## config.mk

```make
export PLATFORM = sky130hd
export DESIGN_NAME = frame_red_flash_detector_top_flat
export DESIGN_NICKNAME = d
export VERILOG_FILES = /design/src/sv/rfd_pkg.sv /design/src/sv/rfd_if.sv /design/src/sv/frame_red_flash_detector_top.sv /design/src/sv/rfd_front.sv /design/src/sv/rfd_queue.sv /design/src/sv/rfd_back.sv /design/src/flat_wrapper.sv
export SDC_FILE = /design/constraint.sdc
export NUM_CORES = 2
export LEC_CHECK = 0
export ABC_CLOCK_PERIOD_IN_PS = 8350
export BUFFER_PORTS_ARGS = -buffer_cell sky130_fd_sc_hd__buf_2
export CORE_ASPECT_RATIO = 1.5
export CORE_MARGIN = 4
export CORE_UTILIZATION = 45
export DETAILED_ROUTE_END_ITERATION = 16
export GPL_ROUTABILITY_DRIVEN = 1
export PLACE_DENSITY = 0.73
export SETUP_SLACK_MARGIN = 0.05
export SYNTH_ARGS = -nofsm -noshare
export SYNTH_HDL_FRONTEND = slang
export SYNTH_HIERARCHICAL = 1
export SYNTH_SLANG_ARGS = --single-unit
```

## constraint.sdc

```tcl
create_clock -name clock -period 8.35 [get_ports clock]
set_input_delay 0.835 -clock clock [delete_from_list [all_inputs] [get_ports clock]]
set_output_delay 0.835 -clock clock [all_outputs]
set_load 0.01 [all_outputs]
```

## src/sv/rfd_pkg.sv

```systemverilog
`timescale 1ns / 1ps

package rfd_pkg;

   // Width of the red accumulator and of the reference sum
   localparam int SUM_WIDTH   = 32;
   localparam int PROD_WIDTH  = SUM_WIDTH + 8;
   localparam int RATIO_BASE  = 100;

   localparam int QUEUE_DEPTH = 4;
   localparam int QPTR_WIDTH  = $clog2(QUEUE_DEPTH);
   localparam int QCNT_WIDTH  = $clog2(QUEUE_DEPTH + 1);

   localparam logic [7:0] RATIO_RESET = 8'd108;
   localparam logic [7:0] GAP_RESET   = 8'd7;
   localparam logic [7:0] CHAN_MAX    = 8'd255;

   typedef enum logic [2:0] {
      REG_TINT_BLUE   = 3'd0,
      REG_TINT_GREEN  = 3'd1,
      REG_TINT_RED    = 3'd2,
      REG_FLASH_RATIO = 3'd3,
      REG_RECOLOR_GAP = 3'd4
   } csr_index_type;

   typedef struct packed {
      logic [7:0] tint_blue;
      logic [7:0] tint_green;
      logic [7:0] tint_red;
      logic [7:0] flash_ratio_percent;
      logic [7:0] recolor_gap_frames;
   } cfg_type;

   // One pixel as queued between the front and the back
   typedef struct packed {
      logic [7:0]           out_blue;
      logic [7:0]           out_green;
      logic [7:0]           out_red;
      logic                 end_of_frame;
      logic [SUM_WIDTH-1:0] red_sum;
   } item_type;

   function automatic logic [7:0] sat_add8(input logic [7:0] a, input logic [7:0] b);
      logic [8:0] s;
      s = {1'b0, a} + {1'b0, b};
      return s[8] ? CHAN_MAX : s[7:0];
   endfunction

   function automatic logic [31:0] sat32(input logic [SUM_WIDTH-1:0] s);
      logic [SUM_WIDTH:0] hi;
      hi = {1'b0, s} >> 32;
      return (hi != '0) ? 32'hFFFF_FFFF : 32'(s);
   endfunction

endpackage

```

## src/sv/rfd_if.sv

```systemverilog
`timescale 1ns / 1ps

interface rfd_req_if;
   logic       valid;
   logic       ready;
   logic [7:0] pix_blue;
   logic [7:0] pix_green;
   logic [7:0] pix_red;
   logic       end_of_frame;

   modport source(output valid, pix_blue, pix_green, pix_red, end_of_frame, input ready);
   modport sink(input valid, pix_blue, pix_green, pix_red, end_of_frame, output ready);
endinterface

interface rfd_rsp_if;
   logic        valid;
   logic        ready;
   logic [7:0]  out_blue;
   logic [7:0]  out_green;
   logic [7:0]  out_red;
   logic        frame_done;
   logic        flash_seen;
   logic [31:0] frame_red_sum;
   logic [31:0] frame_index;
   logic        recolor_due;

   modport source(output valid, out_blue, out_green, out_red, frame_done, flash_seen,
                  frame_red_sum, frame_index, recolor_due, input ready);
   modport sink(input valid, out_blue, out_green, out_red, frame_done, flash_seen,
                frame_red_sum, frame_index, recolor_due, output ready);
endinterface

interface rfd_csr_if;
   logic       valid;
   logic       ready;
   logic [2:0] index;
   logic [7:0] data;

   modport source(output valid, index, data, input ready);
   modport sink(input valid, index, data, output ready);
endinterface

```

## src/sv/frame_red_flash_detector_top.sv

```systemverilog
`timescale 1ns / 1ps

// Channel   Modport  Transfer when       Payload
// req_bus   sink     valid && ready      pix_blue, pix_green, pix_red, end_of_frame
// rsp_bus   source   valid && ready      tinted pixel, frame_done, flash_seen,
//                                        frame_red_sum, frame_index, recolor_due
// csr_bus   sink     valid (ready = 1)   index 0..4, data 8 bits
//
// One pixel per clock sustained while rsp_bus is ready; from req to rsp transfer
// a pixel passes tint and sum, queue, multiply, decide into the output register.
// The frame-end check runs on registered products, so frame ends may follow
// back to back. A four-entry queue between front and back absorbs rsp stalls.
// Reset is synchronous; configuration takes its documented defaults.

module frame_red_flash_detector_top (
   input  logic      clock,
   input  logic      reset,
   rfd_req_if.sink   req_bus,
   rfd_rsp_if.source rsp_bus,
   rfd_csr_if.sink   csr_bus
);
   import rfd_pkg::*;

   cfg_type  cfg_ff, cfg_in;
   logic     push, pop, queue_full, queue_empty;
   item_type push_item, head_item;

   assign csr_bus.ready = 1'b1;

   always_comb begin
      cfg_in = cfg_ff;
      if (csr_bus.valid) begin
         unique case (csr_index_type'(csr_bus.index))
            REG_TINT_BLUE:   cfg_in.tint_blue           = csr_bus.data;
            REG_TINT_GREEN:  cfg_in.tint_green          = csr_bus.data;
            REG_TINT_RED:    cfg_in.tint_red            = csr_bus.data;
            REG_FLASH_RATIO: cfg_in.flash_ratio_percent = csr_bus.data;
            REG_RECOLOR_GAP: cfg_in.recolor_gap_frames  = csr_bus.data;
            default:         cfg_in = cfg_ff;
         endcase
      end
   end

   always_ff @(posedge clock) begin
      if (reset) begin
         cfg_ff.tint_blue           <= '0;
         cfg_ff.tint_green          <= '0;
         cfg_ff.tint_red            <= '0;
         cfg_ff.flash_ratio_percent <= RATIO_RESET;
         cfg_ff.recolor_gap_frames  <= GAP_RESET;
      end else begin
         cfg_ff <= cfg_in;
      end
   end

   rfd_front u_front (
      .clock      (clock),
      .reset      (reset),
      .req_bus    (req_bus),
      .cfg        (cfg_ff),
      .queue_full (queue_full),
      .push       (push),
      .push_item  (push_item)
   );

   rfd_queue u_queue (
      .clock     (clock),
      .reset     (reset),
      .push      (push),
      .push_item (push_item),
      .pop       (pop),
      .head_item (head_item),
      .full      (queue_full),
      .empty     (queue_empty)
   );

   rfd_back u_back (
      .clock       (clock),
      .reset       (reset),
      .cfg         (cfg_ff),
      .queue_empty (queue_empty),
      .head_item   (head_item),
      .pop         (pop),
      .rsp_bus     (rsp_bus)
   );

endmodule

```

## src/sv/rfd_front.sv

```systemverilog
`timescale 1ns / 1ps

module rfd_front (
   input  logic              clock,
   input  logic              reset,
   rfd_req_if.sink           req_bus,
   input  rfd_pkg::cfg_type  cfg,
   input  logic              queue_full,
   output logic              push,
   output rfd_pkg::item_type push_item
);
   import rfd_pkg::*;

   logic [SUM_WIDTH-1:0] acc_ff, acc_in;
   logic [SUM_WIDTH:0]   raw_sum;
   logic [SUM_WIDTH-1:0] sum;

   assign req_bus.ready = !queue_full;
   assign push          = req_bus.valid && !queue_full;

   // untinted red is summed, saturating at the top of the accumulator
   assign raw_sum = {1'b0, acc_ff} + {{SUM_WIDTH-7{1'b0}}, req_bus.pix_red};
   assign sum     = raw_sum[SUM_WIDTH] ? '1 : raw_sum[SUM_WIDTH-1:0];

   always_comb begin
      push_item.out_blue     = sat_add8(req_bus.pix_blue, cfg.tint_blue);
      push_item.out_green    = sat_add8(req_bus.pix_green, cfg.tint_green);
      push_item.out_red      = sat_add8(req_bus.pix_red, cfg.tint_red);
      push_item.end_of_frame = req_bus.end_of_frame;
      push_item.red_sum      = sum;
   end

   always_comb begin
      acc_in = acc_ff;
      if (push) begin
         acc_in = req_bus.end_of_frame ? '0 : sum;
      end
   end

   always_ff @(posedge clock) begin
      if (reset) begin
         acc_ff <= '0;
      end else begin
         acc_ff <= acc_in;
      end
   end

`ifndef NO_ASSERTIONS
   a_acc_clears: assert property (@(posedge clock) disable iff (reset)
      push && req_bus.end_of_frame |=> acc_ff == '0)
      else $error("accumulator not cleared after frame end");
   a_acc_grows: assert property (@(posedge clock) disable iff (reset)
      push && !req_bus.end_of_frame |=> acc_ff >= $past(acc_ff))
      else $error("accumulator went down inside a frame");
   a_sum_bound: assert property (@(posedge clock) disable iff (reset)
      push |-> push_item.red_sum >= acc_ff)
      else $error("queued sum below accumulator");
`endif

endmodule

```

## src/sv/rfd_queue.sv

```systemverilog
`timescale 1ns / 1ps

module rfd_queue (
   input  logic              clock,
   input  logic              reset,
   input  logic              push,
   input  rfd_pkg::item_type push_item,
   input  logic              pop,
   output rfd_pkg::item_type head_item,
   output logic              full,
   output logic              empty
);
   import rfd_pkg::*;

   item_type                store_ff [QUEUE_DEPTH];
   logic [QPTR_WIDTH-1:0]   wr_ptr_ff, wr_ptr_in;
   logic [QPTR_WIDTH-1:0]   rd_ptr_ff, rd_ptr_in;
   logic [QCNT_WIDTH-1:0]   count_ff, count_in;

   assign full      = (count_ff == QCNT_WIDTH'(QUEUE_DEPTH));
   assign empty     = (count_ff == '0);
   assign head_item = store_ff[rd_ptr_ff];

   always_comb begin
      wr_ptr_in = push ? wr_ptr_ff + 1'b1 : wr_ptr_ff;
      rd_ptr_in = pop  ? rd_ptr_ff + 1'b1 : rd_ptr_ff;
      count_in  = count_ff;
      if (push && !pop) begin
         count_in = count_ff + 1'b1;
      end else if (pop && !push) begin
         count_in = count_ff - 1'b1;
      end
   end

   always_ff @(posedge clock) begin
      if (push) begin
         store_ff[wr_ptr_ff] <= push_item;
      end
   end

   always_ff @(posedge clock) begin
      if (reset) begin
         wr_ptr_ff <= '0;
         rd_ptr_ff <= '0;
         count_ff  <= '0;
      end else begin
         wr_ptr_ff <= wr_ptr_in;
         rd_ptr_ff <= rd_ptr_in;
         count_ff  <= count_in;
      end
   end

`ifndef NO_ASSERTIONS
   a_no_overflow: assert property (@(posedge clock) disable iff (reset)
      push |-> !full)
      else $error("push into full queue");
   a_no_underflow: assert property (@(posedge clock) disable iff (reset)
      pop |-> !empty)
      else $error("pop from empty queue");
   a_count_ptrs: assert property (@(posedge clock) disable iff (reset)
      !full |-> QPTR_WIDTH'(wr_ptr_ff - rd_ptr_ff) == QPTR_WIDTH'(count_ff))
      else $error("queue count out of step with pointers");
`endif

endmodule

```

## src/sv/rfd_back.sv

```systemverilog
`timescale 1ns / 1ps

module rfd_back (
   input  logic              clock,
   input  logic              reset,
   input  rfd_pkg::cfg_type  cfg,
   input  logic              queue_empty,
   input  rfd_pkg::item_type head_item,
   output logic              pop,
   rfd_rsp_if.source         rsp_bus
);
   import rfd_pkg::*;

   // multiply stage
   logic                  mul_valid_ff, mul_valid_in;
   item_type              mul_item_ff;
   logic [PROD_WIDTH-1:0] sum_base_ff;     // sum * 100
   logic [PROD_WIDTH-1:0] sum_ratio_ff;    // sum * ratio

   // frame state
   logic [SUM_WIDTH-1:0]  reference_ff, reference_in;
   logic [PROD_WIDTH-1:0] ref_scaled_ff, ref_scaled_in;
   logic [31:0]           frame_cnt_ff, frame_cnt_in;
   logic [31:0]           last_recolor_ff, last_recolor_in;

   // result register
   logic                  out_valid_ff, out_valid_in;
   logic [7:0]            out_blue_ff, out_green_ff, out_red_ff;
   logic                  frame_done_ff, flash_seen_ff, recolor_due_ff;
   logic [31:0]           frame_sum_ff, frame_index_ff;

   logic                  out_free, mul_free, decide;
   logic                  flash, due, gap_ok;
   logic [31:0]           frame_num, frame_gap;

   assign out_free = !out_valid_ff || rsp_bus.ready;
   assign decide   = mul_valid_ff && out_free;
   assign mul_free = !mul_valid_ff || decide;
   assign pop      = !queue_empty && mul_free;

   always_comb begin
      mul_valid_in = mul_free ? pop : mul_valid_ff;
      out_valid_in = out_free ? mul_valid_ff : out_valid_ff;
   end

   always_ff @(posedge clock) begin
      if (pop) begin
         mul_item_ff  <= head_item;
         sum_base_ff  <= PROD_WIDTH'(head_item.red_sum) * PROD_WIDTH'(RATIO_BASE);
         sum_ratio_ff <= PROD_WIDTH'(head_item.red_sum) * PROD_WIDTH'(cfg.flash_ratio_percent);
      end
   end

   // flash and recolor decision on the registered products
   always_comb begin
      frame_num = frame_cnt_ff + 32'd1;
      frame_gap = frame_num - last_recolor_ff;
      flash     = (reference_ff != '0) && (sum_base_ff > ref_scaled_ff);
      gap_ok    = (last_recolor_ff == '0) || (frame_gap > 32'(cfg.recolor_gap_frames));
      due       = flash && gap_ok;
   end

   always_comb begin
      reference_in    = reference_ff;
      frame_cnt_in    = frame_cnt_ff;
      last_recolor_in = last_recolor_ff;
      // kept in step with the reference and the ratio register
      ref_scaled_in   = PROD_WIDTH'(reference_ff) * PROD_WIDTH'(cfg.flash_ratio_percent);
      if (decide && mul_item_ff.end_of_frame) begin
         frame_cnt_in = frame_num;
         if (due) begin
            last_recolor_in = frame_num;
         end
         if (!flash) begin
            reference_in  = mul_item_ff.red_sum;
            ref_scaled_in = sum_ratio_ff;
         end
      end
   end

   always_ff @(posedge clock) begin
      if (reset) begin
         mul_valid_ff    <= 1'b0;
         out_valid_ff    <= 1'b0;
         reference_ff    <= '0;
         ref_scaled_ff   <= '0;
         frame_cnt_ff    <= '0;
         last_recolor_ff <= '0;
      end else begin
         mul_valid_ff    <= mul_valid_in;
         out_valid_ff    <= out_valid_in;
         reference_ff    <= reference_in;
         ref_scaled_ff   <= ref_scaled_in;
         frame_cnt_ff    <= frame_cnt_in;
         last_recolor_ff <= last_recolor_in;
      end
   end

   always_ff @(posedge clock) begin
      if (decide) begin
         out_blue_ff    <= mul_item_ff.out_blue;
         out_green_ff   <= mul_item_ff.out_green;
         out_red_ff     <= mul_item_ff.out_red;
         frame_done_ff  <= mul_item_ff.end_of_frame;
         flash_seen_ff  <= mul_item_ff.end_of_frame && flash;
         recolor_due_ff <= mul_item_ff.end_of_frame && due;
         frame_sum_ff   <= mul_item_ff.end_of_frame ? sat32(mul_item_ff.red_sum) : 32'd0;
         frame_index_ff <= mul_item_ff.end_of_frame ? frame_cnt_ff : 32'd0;
      end
   end

   assign rsp_bus.valid         = out_valid_ff;
   assign rsp_bus.out_blue      = out_blue_ff;
   assign rsp_bus.out_green     = out_green_ff;
   assign rsp_bus.out_red       = out_red_ff;
   assign rsp_bus.frame_done    = frame_done_ff;
   assign rsp_bus.flash_seen    = flash_seen_ff;
   assign rsp_bus.frame_red_sum = frame_sum_ff;
   assign rsp_bus.frame_index   = frame_index_ff;
   assign rsp_bus.recolor_due   = recolor_due_ff;

`ifndef NO_ASSERTIONS
   a_mid_frame_quiet: assert property (@(posedge clock) disable iff (reset)
      out_valid_ff && !frame_done_ff |->
         !flash_seen_ff && !recolor_due_ff && frame_sum_ff == '0 && frame_index_ff == '0)
      else $error("frame fields set on a pixel inside a frame");
   a_due_needs_flash: assert property (@(posedge clock) disable iff (reset)
      out_valid_ff && recolor_due_ff |-> flash_seen_ff)
      else $error("recolor request without flash");
   a_ref_takes_sum: assert property (@(posedge clock) disable iff (reset)
      decide && mul_item_ff.end_of_frame && !flash |=>
         reference_ff == $past(mul_item_ff.red_sum))
      else $error("reference not updated on a quiet frame");
   a_count_steps: assert property (@(posedge clock) disable iff (reset)
      decide && mul_item_ff.end_of_frame |=> frame_cnt_ff == $past(frame_cnt_ff) + 32'd1)
      else $error("frame counter missed a frame end");
`endif

endmodule
```

## src/flat_wrapper.sv

```systemverilog
// flat-port wrapper written by rule: the top's interface ports become plain ports
module frame_red_flash_detector_top_flat import rfd_pkg::*;
  (clock, reset, req_bus_valid, req_bus_pix_blue, req_bus_pix_green, req_bus_pix_red, req_bus_end_of_frame, req_bus_ready, rsp_bus_valid, rsp_bus_out_blue, rsp_bus_out_green, rsp_bus_out_red, rsp_bus_frame_done, rsp_bus_flash_seen, rsp_bus_frame_red_sum, rsp_bus_frame_index, rsp_bus_recolor_due, rsp_bus_ready, csr_bus_valid, csr_bus_index, csr_bus_data, csr_bus_ready);
  rfd_req_if req_bus_i ();
  rfd_rsp_if rsp_bus_i ();
  rfd_csr_if csr_bus_i ();
  input  logic clock;
  input  logic reset;
  input wire logic [$bits(req_bus_i.valid)-1:0] req_bus_valid;
  input wire logic [$bits(req_bus_i.pix_blue)-1:0] req_bus_pix_blue;
  input wire logic [$bits(req_bus_i.pix_green)-1:0] req_bus_pix_green;
  input wire logic [$bits(req_bus_i.pix_red)-1:0] req_bus_pix_red;
  input wire logic [$bits(req_bus_i.end_of_frame)-1:0] req_bus_end_of_frame;
  output wire logic [$bits(req_bus_i.ready)-1:0] req_bus_ready;
  output wire logic [$bits(rsp_bus_i.valid)-1:0] rsp_bus_valid;
  output wire logic [$bits(rsp_bus_i.out_blue)-1:0] rsp_bus_out_blue;
  output wire logic [$bits(rsp_bus_i.out_green)-1:0] rsp_bus_out_green;
  output wire logic [$bits(rsp_bus_i.out_red)-1:0] rsp_bus_out_red;
  output wire logic [$bits(rsp_bus_i.frame_done)-1:0] rsp_bus_frame_done;
  output wire logic [$bits(rsp_bus_i.flash_seen)-1:0] rsp_bus_flash_seen;
  output wire logic [$bits(rsp_bus_i.frame_red_sum)-1:0] rsp_bus_frame_red_sum;
  output wire logic [$bits(rsp_bus_i.frame_index)-1:0] rsp_bus_frame_index;
  output wire logic [$bits(rsp_bus_i.recolor_due)-1:0] rsp_bus_recolor_due;
  input wire logic [$bits(rsp_bus_i.ready)-1:0] rsp_bus_ready;
  input wire logic [$bits(csr_bus_i.valid)-1:0] csr_bus_valid;
  input wire logic [$bits(csr_bus_i.index)-1:0] csr_bus_index;
  input wire logic [$bits(csr_bus_i.data)-1:0] csr_bus_data;
  output wire logic [$bits(csr_bus_i.ready)-1:0] csr_bus_ready;
  assign req_bus_i.valid = req_bus_valid;
  assign req_bus_i.pix_blue = req_bus_pix_blue;
  assign req_bus_i.pix_green = req_bus_pix_green;
  assign req_bus_i.pix_red = req_bus_pix_red;
  assign req_bus_i.end_of_frame = req_bus_end_of_frame;
  assign req_bus_ready = req_bus_i.ready;
  assign rsp_bus_valid = rsp_bus_i.valid;
  assign rsp_bus_out_blue = rsp_bus_i.out_blue;
  assign rsp_bus_out_green = rsp_bus_i.out_green;
  assign rsp_bus_out_red = rsp_bus_i.out_red;
  assign rsp_bus_frame_done = rsp_bus_i.frame_done;
  assign rsp_bus_flash_seen = rsp_bus_i.flash_seen;
  assign rsp_bus_frame_red_sum = rsp_bus_i.frame_red_sum;
  assign rsp_bus_frame_index = rsp_bus_i.frame_index;
  assign rsp_bus_recolor_due = rsp_bus_i.recolor_due;
  assign rsp_bus_i.ready = rsp_bus_ready;
  assign csr_bus_i.valid = csr_bus_valid;
  assign csr_bus_i.index = csr_bus_index;
  assign csr_bus_i.data = csr_bus_data;
  assign csr_bus_ready = csr_bus_i.ready;
  frame_red_flash_detector_top u_core (.clock(clock), .reset(reset), .req_bus(req_bus_i), .rsp_bus(rsp_bus_i), .csr_bus(csr_bus_i));
endmodule
```

==> metrics.yaml <==
place:
  dpl.hpwl_um: 84200
  port_buffers: 133
  gp_congestion: 0.891
drt:
  ant_nets: 0
  via_count: 33516
  initialDrtViolationCount: 2004
  routed_via_density: 5.42
  drc: 0
  drt_first_pass_iters: 8
  wl_um: 115000
  routedWlPerCell_um: 18.6
clock_tree:
  clkLatencyLatePin_ns: 0.66
  cts.sinks: 669
  numCtsBuffers: 67
  cts_tree: "done"
  ctsResizeCount: 0
  cts_buffer_depth: 3
  clockRootBuffer: "clkbuf_16"
  cts_hold_buf: 0
  h-tree-depth: 3
  post_cts_buffers: 0
  clkTransAtPathRegs_ns: 0.07
floorplan:
  fp.dieW_um: 277
  row_count: 147
  start_util: 0.455
  die_h_um: 412
  fp.coreArea_mm2: 0.107
  io_pins: 135
  die_area_mm2: 0.114
grt:
  grt_max_degree: 91
  grt_usage: 0.202
  antenna_found_initial: 8
  grt_pass1_wl_um: 186000
  grt_pass1_vias: 35266
  grt-ovfl-total: 0
synthesis:
  synthTopCellsByCount: "inv_1 (658), and2_1 (454), edfxtp_1 (450)"
  synth.largest_area_cell: "edfxtp_1"
  ys_types: 101
  synthArstFlopShare: 0
  synthTopCellsByArea: "edfxtp_1 (28%), fa_1 (16%), dfxtp_1 (9.0%)"
  syn_area_mm2: 0.0489
  synth-edff-count: 450
  synth-main-ff-cell: "edfxtp_1"
  synth_nets: 5430
  synth_seq_cells: 669
  yosysTopAreaCellShare: 0.276
  avgSynthCellArea_um2: 10.5
  syn_inst: 4662
  post-synth-top-count-cell: "inv_1"
  yosys_warnings: 6
  yosysSeqAreaShare: 0.366
critical_path:
  cp_slowest_stage_delay_ns: 0.75
  cp_top_family: "compound AO/OA/AOI/OAI gates"
  critPathKind: "reg -> reg"
  cp_common_cell: "fa_1"
  ff2ff_setup_slack_ns: 0.80
  cp-start-kind: "flop"
  crit_chain: "buf_4 -> mux4_2 -> and2_1 -> fa_1 -> inv_1 -> fa_1 -> inv_1 -> fa_1 -> fa_1 -> ha_1 -> a21o_1 -> a21o_1 -> a21o_1 -> a221oi_1 -> o21ai_0 -> a31oi_1 -> o21ai_0 -> o41ai_1 -> o2111ai_1 -> a21oi_1 -> xnor2_1"
  cp_num_buf_inv: 3
  critPathRequiredTime_ns: 8.74
  crit_arrival_ns: 7.94
  cp_max_fo: 38
  end_kind: "flop"
  slowest_stage: "o41ai_1"
sta:
  setup_viol: 0
  fmax_ghz: 0.132
  fin_setup_tns_ns: 0
  rsz0062_at_grt: "no"
  slew_headroom: 0.206
  hold_viol: 0
  fin_skew_ns: 0.0413
  fin_crit_sh: 0.905
  worst_pin_slew_ns: 1.19
  fin_crit_ns: 7.55
  final_max_slew_viol_count: 0
run:
  max-cap-violations: 0
layout:
  area_growth_pct: 8.84
  n_fill_cell: 9659
  fin_nets: 5478
  drive_gt1_frac: 0.0838
  multi_input_area_mm2: 0.0277
  seqCellArea_mm2: 0.0179
run_status:
  status: "finished, final reports clean"
hold_path:
  hp-class: "reg -> reg"
  min-delay-start: "u_core/u_back/mul_item_ff[34]$_DFFE_PP_"
## metal layers
layer | track usage | part of all wire
met5 | 0 | 0.00036
met4 | 0.0719 | 0.030
met2 | 0.377 | 0.53
met1 | 0.241 | 0.40
met3 | 0.0223 | 0.041
## final timing paths
kind,endpoint,cells after the start
max,u_core/u_back/sum_ratio_ff[38]$_DFFE_PP_,21
min,u_core/u_back/rsp_bus.out_red[1]$_DFFE_PP_,0
max reg2reg,u_core/u_back/sum_ratio_ff[38]$_DFFE_PP_,21
min reg2reg,u_core/u_back/rsp_bus.out_red[1]$_DFFE_PP_,0
## state kept, by name (all words and copies together), names as in the netlist, 34 cells and up, named ones only
signal / count
u_core/u_back/sum_ratio_ff: 40
u_core/u_back/ref_scaled_ff: 40
u_core/u_queue/store_ff: 228
u_core/u_back/mul_item_ff: 57
u_core/u_back/sum_base_ff: 34
u_core/cfg_ff: 40
## worst reg2reg max path: stages, from the launching register on
cell       delay [ns]
dfxtp_2          0.67
buf_4            0.63
mux4_2           0.57
and2_1           0.24
fa_1             0.50
inv_1            0.05
fa_1             0.54
inv_1            0.06
fa_1             0.47
fa_1             0.43
ha_1             0.40
a21o_1           0.19
a21o_1           0.18
a21o_1           0.17
a221oi_1         0.28
o21ai_0          0.18
a31oi_1          0.29
o21ai_0          0.21
o41ai_1          0.75
o2111ai_1        0.22
a21oi_1          0.21
xnor2_1          0.09
## cell families after synthesis
kind of cell / count (synthesis) / share of synthesized area
compound gates: 620 / 0.0834
xor+xnor: 206 / 0.0369
fa+ha+maj: 727 / 0.246
buf+inv: 851 / 0.0682
flops: 669 / 0.366
mux: 152 / 0.0458
other cells: 1 / 0.0000767
simple gates: 1436 / 0.153
## area by class of cell
class                      instances  area share
multi-input combinational       3142       0.521
inverter                         658      0.0465
timing repair buffer             172      0.0186
tap                             1415      0.0333
clock inverter                    35     0.00957
clock buffer                      87      0.0347
antenna                            2   0.0000941
sequential                       669       0.337
## placed cells by master, fill, tap and decap left out, drive strengths merged, types with 172 or more instances in the layout
cell type and n:
and2 456, dfxtp 219, buf 172, ha 334, nor2 260, nand2 317
a21oi 222, inv 666, edfxtp 450, fa 393
## through the flow
| step | hold WS [ns] | setup slack [ns] | instances | util | instance area (um2) |
|---|---|---|---|---|---|
| after floorplan | 0.400 | 1.88 | 4662 | - | 48900 |
| after global placement | 0.401 | 1.02 | 6056 | 0.473 | 50800 |
| after detailed placement | 0.405 | 0.936 | 6056 | 0.473 | 50800 |
| after CTS | 0.419 | 0.898 | 6178 | 0.495 | 53200 |
| after global routing | 0.421 | 0.576 | 6178 | 0.495 | 53200 |
| final | 0.416 | 0.796 | 6180 | 0.495 | 53200 |
Power is left out: the tool's default activity adds up to more than one toggle a clock period on the data nets, which glitch-free logic cannot reach.
